`config.mk`:
```
export PLATFORM = sky130hd
export DESIGN_NAME = gff_ctrl
export DESIGN_NICKNAME = d
export VERILOG_FILES = /design/src/hw/rtl/gff_pkg.sv /design/src/hw/rtl/gff_ctrl.sv
export SDC_FILE = /design/constraint.sdc
export NUM_CORES = 1
export LEC_CHECK = 0
export BUFFER_PORTS_ARGS = -buffer_cell sky130_fd_sc_hd__buf_2
export CAP_MARGIN = 20
export CELL_PAD_IN_SITES_DETAIL_PLACEMENT = 1
export CELL_PAD_IN_SITES_GLOBAL_PLACEMENT = 1
export CORE_AREA = 4 4 41 43
export CTS_CLUSTER_SIZE = 25
export DETAILED_ROUTE_END_ITERATION = 12
export DIE_AREA = 0 0 45 47
export MAX_ROUTING_LAYER = met4
export PLACE_DENSITY_LB_ADDON = 0.1
export RECOVER_POWER = 100
export SLEW_MARGIN = 30
export SYNTH_ARGS = -nofsm -noshare
export SYNTH_HDL_FRONTEND = slang
export SYNTH_SLANG_ARGS = --single-unit
```
`constraint.sdc`:
```
create_clock -name clk -period 3.45 [get_ports clk]
set_input_delay 0.69 -clock clk [delete_from_list [all_inputs] [get_ports clk]]
set_output_delay 0.69 -clock clk [all_outputs]
set_load 0.01 [all_outputs]
```
`src/hw/rtl/gff_pkg.sv`:
```
package gff_pkg;

    localparam int CFG_IDX_W = 1;
    localparam int CFG_DATA_W = 7;

    localparam logic [CFG_IDX_W-1:0] CFG_NUM_ROWS = 1'd0;
    localparam logic [CFG_IDX_W-1:0] CFG_NUM_COLS = 1'd1;

    localparam logic [1:0] MODE_WRITE = 2'd0;
    localparam logic [1:0] MODE_FILL  = 2'd1;

    localparam logic [12:0] COUNT_MAX = 13'h1fff;

    typedef struct packed {
        logic [1:0] mode;
        logic [5:0] row;
        logic [5:0] col;
        logic [7:0] cell_char;
    } item_t;

    typedef struct packed {
        logic [7:0]  old_char;
        logic [12:0] cells_changed;
        logic        out_of_range;
    } result_t;

    // controller to datapath
    typedef struct packed {
        logic capture;
        logic seed_cap;
        logic seed_wr;
        logic set_one;
        logic fill_begin;
        logic pop;
        logic load_cur;
        logic nb_rd;
        logic nb_visit;
        logic nb_adv;
    } cmd_t;

    // datapath to controller
    typedef struct packed {
        logic       oor;
        logic [1:0] mode;
        logic       seed_eq;
        logic       sp_zero;
        logic       nb_valid;
        logic       nb_match;
        logic       nb_last;
    } status_t;

endpackage

```
`src/hw/rtl/gff_ctrl.sv`:
```
module gff_ctrl (
    input  logic            clk,
    input  logic            rst_n,
    input  logic            start,
    input  gff_pkg::status_t sts,
    output gff_pkg::cmd_t   cmd,
    output logic            busy,
    output logic            done
);

    typedef enum logic [2:0] {
        ST_IDLE,
        ST_SEED,
        ST_POP,
        ST_POP_WAIT,
        ST_NB_CHECK,
        ST_NB_CMP
    } state_t;

    state_t state_reg;
    logic   done_reg;

    assign busy = (state_reg != ST_IDLE);
    assign done = done_reg;

    always_comb
    begin
        cmd = '0;
        unique case (state_reg)
            ST_IDLE:
            begin
                cmd.capture = start;
            end
            ST_SEED:
            begin
                cmd.seed_cap = 1'b1;
                if (sts.mode == gff_pkg::MODE_WRITE)
                begin
                    cmd.seed_wr = 1'b1;
                    cmd.set_one = 1'b1;
                end
                else if (sts.mode == gff_pkg::MODE_FILL && !sts.seed_eq)
                begin
                    cmd.seed_wr    = 1'b1;
                    cmd.set_one    = 1'b1;
                    cmd.fill_begin = 1'b1;
                end
            end
            ST_POP:
            begin
                cmd.pop = !sts.sp_zero;
            end
            ST_POP_WAIT:
            begin
                cmd.load_cur = 1'b1;
            end
            ST_NB_CHECK:
            begin
                cmd.nb_rd  = sts.nb_valid;
                cmd.nb_adv = !sts.nb_valid && !sts.nb_last;
            end
            ST_NB_CMP:
            begin
                cmd.nb_visit = sts.nb_match;
                cmd.nb_adv   = !sts.nb_last;
            end
            default:
            begin
                cmd = '0;
            end
        endcase
    end

    always_ff @(posedge clk or negedge rst_n)
    begin
        if (!rst_n)
        begin
            state_reg <= ST_IDLE;
            done_reg  <= 1'b0;
        end
        else
        begin
            done_reg <= 1'b0;
            unique case (state_reg)
                ST_IDLE:
                begin
                    if (start)
                    begin
                        if (sts.oor)
                            done_reg <= 1'b1;
                        else
                            state_reg <= ST_SEED;
                    end
                end
                ST_SEED:
                begin
                    if (sts.mode == gff_pkg::MODE_FILL && !sts.seed_eq)
                        state_reg <= ST_POP;
                    else
                    begin
                        state_reg <= ST_IDLE;
                        done_reg  <= 1'b1;
                    end
                end
                ST_POP:
                begin
                    if (sts.sp_zero)
                    begin
                        state_reg <= ST_IDLE;
                        done_reg  <= 1'b1;
                    end
                    else
                        state_reg <= ST_POP_WAIT;
                end
                ST_POP_WAIT:
                begin
                    state_reg <= ST_NB_CHECK;
                end
                ST_NB_CHECK:
                begin
                    if (sts.nb_valid)
                        state_reg <= ST_NB_CMP;
                    else if (sts.nb_last)
                        state_reg <= ST_POP;
                end
                ST_NB_CMP:
                begin
                    state_reg <= sts.nb_last ? ST_POP : ST_NB_CHECK;
                end
                default:
                begin
                    state_reg <= ST_IDLE;
                end
            endcase
        end
    end

    a_pop_nonempty: assert property (@(posedge clk) disable iff (!rst_n)
        cmd.pop |-> !sts.sp_zero)
        else $error("pop from empty stack");

    a_visit_in_bounds: assert property (@(posedge clk) disable iff (!rst_n)
        cmd.nb_visit |-> $past(cmd.nb_rd))
        else $error("neighbor visited without a read");

    a_finish_done: assert property (@(posedge clk) disable iff (!rst_n)
        $fell(busy) |-> done)
        else $error("item finished without a result");

endmodule

```
Word-level counts from Yosys, hierarchy flattened. Cells that the tools add are included. W data, S select, Z words.

Flip-flop bits (word level): 4. Input bits: 11. Word-level logic and storage cells: 44. Output and inout port bits: 12.

Equal/unequal tests: 9. Reduce and logical (&&, ||, !) cells: 10. Muxes and demuxes: 23.

Operators with widths (count): $mux W3 (6); $pmux W3 S6 (1); $mux W1 (10); $eq A3 B2 Y1 const B (2); $eq A3 B3 Y1 const B (2); $mux W2 (3); $logic_not A1 Y1 (4); $mux W4 (1); $ne A2 B2 Y1 const B (2); $eq A3 B1 Y1 const B (1); $logic_not A3 Y1 (1); $ne A3 B3 Y1 const B (1); $pmux W1 S3 (1); $reduce_and A3 Y1 (1); $reduce_bool A3 Y1 (1); $eq A2 B1 Y1 const B (1); $logic_and A1 B1 Y1 (2); $logic_not A2 Y1 (1); $pmux W1 S2 (1).

Logic depth before layout (Yosys ltp). Gate-level depths: netlist of the first run.

Depth after elaboration: 5. Gate-level depth with buffers: 5. Mapped depth without buffers: 5.

Least setup slack after synthesis of the first run. OpenSTA, ideal clock, no wires.

Path kind: input port to output port. Start: in sts[4] (netlist name). End: out cmd[7] (netlist name). Data required time: 2.760 ns. Path slack: 1.452 ns. Arrival time: 1.308 ns. Buffers on the path: 1. Cell stages on the path: 2. Cell sequence: a211oi_1 buf_4.

RTL lines: from (decl) (RTL line gff_ctrl.sv:5) `input gff_pkg::status_t sts,`; to (decl) (RTL line gff_ctrl.sv:6) `output gff_pkg::cmd_t cmd,`.

==> summary.txt, run 1 <==
Synthesis
  • Mapped Area: around 340 um^2
  • Syn Area/Cell: 9.523 um^2
  • Number of flops mapped to enable cells by yosys: 0
  • Main area contributors after synthesis: dfrtp_1 29%, nor4b_4 6.9%, nor3_1 5.8%
  • Ys async rst share: 100.0%
  • Largest area contributor in the netlist: dfrtp_1
  • Syn nets: 47
  • Sequential share of the synthesized area: 29.20%
  • Yosys cell types: 26
  • Most used DFF post-synth: dfrtp_1
  • Synth top area share: 29.20%
  • Ys Warns: 0
  • Synth Instances: 36
  • Flops & latches, synth: 4

Cells and area
  • Share of layout cells above drive strength 1: 28.81%
  • Finished Layout Cells: 74
  • Nets: 72
  • Most frequent cells in the layout: 12 x buf_2, 10 x clkbuf_1, 4 x nor3_1, 4 x dfrtp_1
  • Most common cell after layout, fill and taps aside: buf_2
  • N_diodes: 0
  • P&R area growth vs syn: 26.28%
  • Max reg flops: 3

Setup path
  • Worst Path Required: approximately 2.8 ns
  • Slowest stage delay, CP: 0.48 ns
  • Worst setup EP type: output pin
  • CP arrival: 1.51 ns
  • CP max-delay cell: nor4b_1
  • CP Max Fanout: 3
  • Most used cell, CP: buf_2
  • Critical Path Start Type: input pin
  • CP Cell Sequence: buf_2, nor4b_1, buf_2
  • Setup CP Type: input pin to output pin

Global route
  • Grt ovf: 0
  • Vias in the first global route: 359
  • Gr usage total: under 10%
  • First-pass GRT wire length: 1.421 mm
  • Largest net degree at the start of global routing: 11
  • Initial antenna violation count: 0

Min path
  • Worst hold path class: input pin to async pin

STA
  • Slew @ Worst Pin: 0.5598 ns
  • Setup-failing EPs final: 0
  • RSZ-0062 raised after global routing: false
  • Final hold viol count: 0
  • Fmax: 0.4538 GHz
  • Slew margin rel.: 62.16%
  • Post-route clock skew: 0.004574 ns
  • Final worst path period share: 63.87%
  • Setup TNS: 0 ns
  • Slew Limit Fails: 0
  • Tmin final: 2.203 ns

Placed design
  • IO Port Bufs: 22
  • Post-DP HPWL: 748.6 um
  • GP Congestion: 0.5815
  • # placed instances: 71

Routing
  • Number of remaining DRC errors: 0
  • Vias per inst: 4.770
  • WL final: 886 um
  • Drt wl/cell: roughly 12 um
  • Routed Antenna Nets: 0
  • Vias: 353
  • Drt first pass iters: 2
  • Drt initial violations: 4

Clocking
  • H-Tree Depth: 1
  • CTS tree: done
  • Post-CTS Hold Fix Bufs: 0
  • Root buffer cell: clkbuf_4
  • Clock Path Buffers: 2
  • Worst-skew pair later-pin latency: 0.23 ns
  • Clk pin slew, worst setup/hold paths: ~0.04 ns
  • CTS buffer count: 3
  • Postcts setup bufs: 0
  • CTS sink cnt: 4
  • Resize count post-CTS: 0

Outcome
  • Outcome: finished, final reports clean

Pwr
  • Max VDD drop: 0.1581 mV
  • Pwr Density: 650.5 nW/um^2
  • P_leak: 0.2084 nW

Floorplan
  • Die Wd: 45 um
  • Num rows: 13
  • Initial Util: 26.35%
  • Die Area: 2115 um^2
  • Die H: 47 um
  • I/O Pins: 23
  • Core area: 1301 um^2

Flow run
  • Max cap viols: 0
worst max-delay path: cells and delay by family:
kind	cells	cell delay, ns
simple gates	1	0.48
buf+inv	2	0.34
cell families (layout without fill, tap and decap cells):
| family | count (synthesis) | in the layout | synth area share [%] |
|---|---|---|---|
| compound gates | 6 | 6 | 12.77 |
| buf+inv | 5 | 28 | 8.759 |
| flops | 4 | 4 | 29.20 |
| simple gates | 21 | 21 | 49.27 |
synthesized netlist by cell type, types with 2 or more instances:
cell      number
and2_1         2
nor3_1         4
dfrtp_1        4
inv_1          3
a211oi_1       2
per-stage QoR:
stage / util (%) / worst slack, ns / hold slack (ns) / instance area, um^2 / power [mW]
CTS: 36.54 / 1.323 / 0.2424 / 475.5 / 0.3106
global placement: 34.81 / 1.368 / 0.4953 / 452.9 / 0.2512
finish: 33.27 / 1.247 / 0.2782 / 432.9 / 0.2816
global route: 33.27 / 1.095 / 0.2944 / 432.9 / 0.3099
floorplan: - / 1.452 / 0.3944 / 342.8 / 0.2038
detailed placement: 34.81 / 1.372 / 0.4977 / 452.9 / 0.2500
layout make-up:
type | instances | area (um^2)
inverters | 3 | 11.26
flip-flops and latches | 4 | 100.1
clock buffers | 3 | 22.52
well taps | 15 | 18.77
multi-input cells | 27 | 182.7
fillers | 181 | 868.3
repair buffers | 22 | 97.59
routing by layer:
layer | wire [um] | GRT usage (%)
met5 | 0 | -
met4 | 0 | 7.018
met3 | 67 | 1.149
met2 | 413 | 14.41
met1 | 405 | 11.82
power by group:
| group | leakage (nW) | switching (mW) | internal (mW) |
|---|---|---|---|
| Combinational | 0.142 | 0.0788 | 0.0593 |
| Clock | 0.0138 | 0.0173 | 0.0388 |
| Sequential | 0.0524 | 0.0240 | 0.0636 |
final timing paths:
check,start,to,slack (ns),cells after the start
worst max-delay path,sts[3],cmd[4],1.25,3
worst min-delay path,rst_n,state_reg[0]$_DFFE_PN0P_,0.28,1
worst max register to register,state_reg[0]$_DFFE_PN0P_,state_reg[1]$_DFFE_PN0P_,1.98,3
worst min register to register,state_reg[2]$_DFFE_PN0P_,state_reg[0]$_DFFE_PN0P_,0.73,2
max in group asynchronous,rst_n,state_reg[1]$_DFFE_PN0P_,2.99,1
min in group clk,state_reg[2]$_DFFE_PN0P_,state_reg[0]$_DFFE_PN0P_,0.73,2
(Power assumes the default switching activity.)
==> run 2: changes to the inputs <==
- ABC_AREA: not set -> 1
- CORE_AREA: 4 4 41 43 -> not set
- CORE_MARGIN: not set -> 4
- CORE_UTILIZATION: not set -> 23
- DIE_AREA: 0 0 45 47 -> not set
- clock period: 3.45 -> 1.77 ns (I/O delays scaled with it)
==> run 2 against run 1 <==
Against the previous run:
- synthesized cell count increased by 47%
- hold slack improved by 0.099 ns
- critical path depth increased by 1
- synthesized area increased by 5.5%
- first-iteration DRC count decreased by 50%
- clock-buffer cell count unchanged
- register-to-register slack got worse by 1.3 ns
==> summary.txt, run 2 <==
Min path
  • Worst hold path class: input pin to flop
  • Worst hold path startpoint: start
  • Sink of the worst hold path: done$_DFF_PN0_
  • Worst hold path cell count: 3

Setup path
  • Setup CP Type: flop to output pin
  • FF-to-FF path depth: 4
  • Worst setup EP type: output pin
  • R2R Path End: state_reg[1]$_DFFE_PN0P_
  • CP Max Fanout: 8
  • CP arrival: between 1 and 1.5 ns
  • R2r setup slk: 0.65 ns
  • Worst r2r src: state_reg[1]$_DFFE_PN0P_
  • Worst Path Required: 1.42 ns
  • Critical Path Start Type: flop

Cells and area
  • Max reg flops: 3
  • Most common cell after layout, fill and taps aside: buf_2
  • P&R area growth vs syn: 34.60%
  • Reg area: 100.1 um^2
  • Fillers: 196
  • Nets: 89
  • N_diodes: 0
  • Most frequent cells in the layout: 15 x buf_2, 12 x inv_1, 7 x nand3_1
  • Area of the multi-input gates: 176.4 um^2
  • Finished Layout Cells: 92
  • Share of layout cells above drive strength 1: 35.53%

Pwr
  • P_leak: 0.3061 nW
  • Pwr Density: 1389 nW/um^2
  • Comb power frac: between 50 and 60%
  • Int Power: around 0.35 mW
  • Max VDD drop: 0.4279 mV
  • Clk network pwr share: about 17%
  • Switch share: slightly below 50%
  • Sequential power share: ~28%
  • Switch Pwr: 0.3277 mW

Clocking
  • CTS tree: done
  • Worst-skew pair later-pin latency: 0.24 ns
  • Clk pin slew, worst setup/hold paths: 0.04 ns
  • Postcts setup bufs: 0
  • CTS buffer count: 3
  • Root buffer cell: clkbuf_4
  • CTS sink cnt: 4
  • H-Tree Depth: 1
  • Clock Path Buffers: 2

Synthesis
  • Syn Area/Cell: 6.823 um^2
  • Mapped Area: 361.6 um^2
  • Top cells by count, synth: 12 x inv_1, 7 x nand3_1, 6 x nand2_1
  • Syn nets: 64
  • Flops & latches, synth: 4
  • Ys async rst share: 100.0%
  • Ys Warns: 0
  • Most used DFF post-synth: dfrtp_1
  • Yosys cell types: 19
  • Most frequent cell after synthesis: inv_1
  • Synth top area share: 27.68%
  • Number of flops mapped to enable cells by yosys: 0
  • Largest area contributor in the netlist: dfrtp_1
  • Synth Instances: 53
  • Main area contributors after synthesis: dfrtp_1 28%, inv_1 12%, nand3_1 9.7%
  • Sequential share of the synthesized area: 27.68%

Placed design
  • Post-DP HPWL: about 870 um
  • Placement Setup Slack: 0.2970 ns
  • GP Congestion: 0.7359
  • IO Port Bufs: 22
  • # placed instances: approximately 90

Floorplan
  • Die Wd: 47.65 um
  • Die Area: approximately 2300 um^2
  • Num rows: 14
  • Die H: 47.65 um
  • I/O Pins: 23
  • Core area: around 1500 um^2
  • Initial Util: 24.29%

STA
  • Post-route clock skew: 0.003140 ns
  • Setup TNS: 0 ns
  • Fmax: 0.6073 GHz
  • Final hold viol count: 0
  • Final WS setup: 0.1234 ns
  • Tmin final: approximately 1.6 ns
  • Slew @ Worst Pin: 0.3230 ns
  • Final worst path period share: 93.03%
  • Slew margin rel.: about four fifths
  • Slew Limit Fails: 0
  • RSZ-0062 raised after global routing: false
  • Setup-failing EPs final: 0

Routing
  • WL final: 995 um
  • Drt initial violations: 2
  • Drt first pass iters: 2
  • Vias: 413
  • Number of remaining DRC errors: 0
  • Routed Antenna Nets: 0
  • Drt wl/cell: 10.82 um
  • Vias per inst: 4.489

Global route
  • Gr usage total: 10.58%
  • First-pass GRT wire length: 1.518 mm
  • Largest net degree at the start of global routing: 9
  • Grt ovf: 0
  • Initial antenna violation count: 0
  • Vias in the first global route: between 300 and 400

Flow run
  • Max cap viols: 0

Outcome
  • Outcome: finished, final reports clean
[run 2: metrics by stage]
step	hold WS (ns)	power (mW)	util, %	cell area [um^2]
finish	0.3777	0.6761	32.69	486.7
global route	0.3875	0.7499	32.69	486.7
CTS	0.3787	0.7116	33.45	498.0
detailed placement	0.1729	0.5877	31.26	465.4
global placement	0.1723	0.5863	31.26	465.4
floorplan	0.05841	0.4825	-	361.6
[run 2: layer usage]
metal	GRT usage, %	part of all wire, %
met3	5.263	8.6
met5	-	0
met1	11.78	43
met4	8.065	2.7
met2	14.17	45
[run 2: area by class of cell]
cell class              count  share of cell area, %
multi-input cells          32                  36.25
repair buffers             23                  23.39
flip-flops and latches      4                  20.57
inverters                  14                  11.05
clock buffers               3                  4.627
well taps                  16                  4.113
[run 2: how the worst max path moves through the flow]
| stage | from | to | depth (start not counted) |
|---|---|---|---|
| after global routing | state_reg[1]$_DFFE_PN0P_ | cmd[0] | 4 |
| after CTS | state_reg[2]$_DFFE_PN0P_ | cmd[7] | 4 |
| after global placement | state_reg[2]$_DFFE_PN0P_ | cmd[7] | 4 |
| after detailed placement | state_reg[2]$_DFFE_PN0P_ | cmd[7] | 4 |
| final | state_reg[1]$_DFFE_PN0P_ | cmd[0] | 4 |
| after floorplan | state_reg[1]$_DFFE_PN0P_ | cmd[7] | 5 |
[run 2: cell families after synthesis]
| logic type | Yosys count | share of synthesized area (%) |
|---|---|---|
| and+or+nand+nor | 29 | 45.33 |
| buffers and inverters | 17 | 22.14 |
| DFF | 4 | 27.68 |
| AOI/OAI and AO/OA | 3 | 4.845 |
[run 2: power groups by stage]
stage	Clock [mW]	Combinational [mW]	Sequential, mW
floorplan	0	0.324	0.158
global placement	0	0.395	0.191
detailed placement	0	0.393	0.195
CTS	0.121	0.397	0.193
global route	0.128	0.423	0.199
finish	0.114	0.372	0.190
[run 2: repair_timing]
action,CTS,global route
hold buffers,1,0
resized for setup,0,1
setup endpoints to repair,0,2
hold endpoints to repair,4,0
[run 2: critical path, cell delays in order, from the launching register on]
cell,delay (ns)
dfrtp_1,0.48
nor2_2,0.18
nand4_1,0.16
nand2_1,0.11
clkbuf_2,0.13
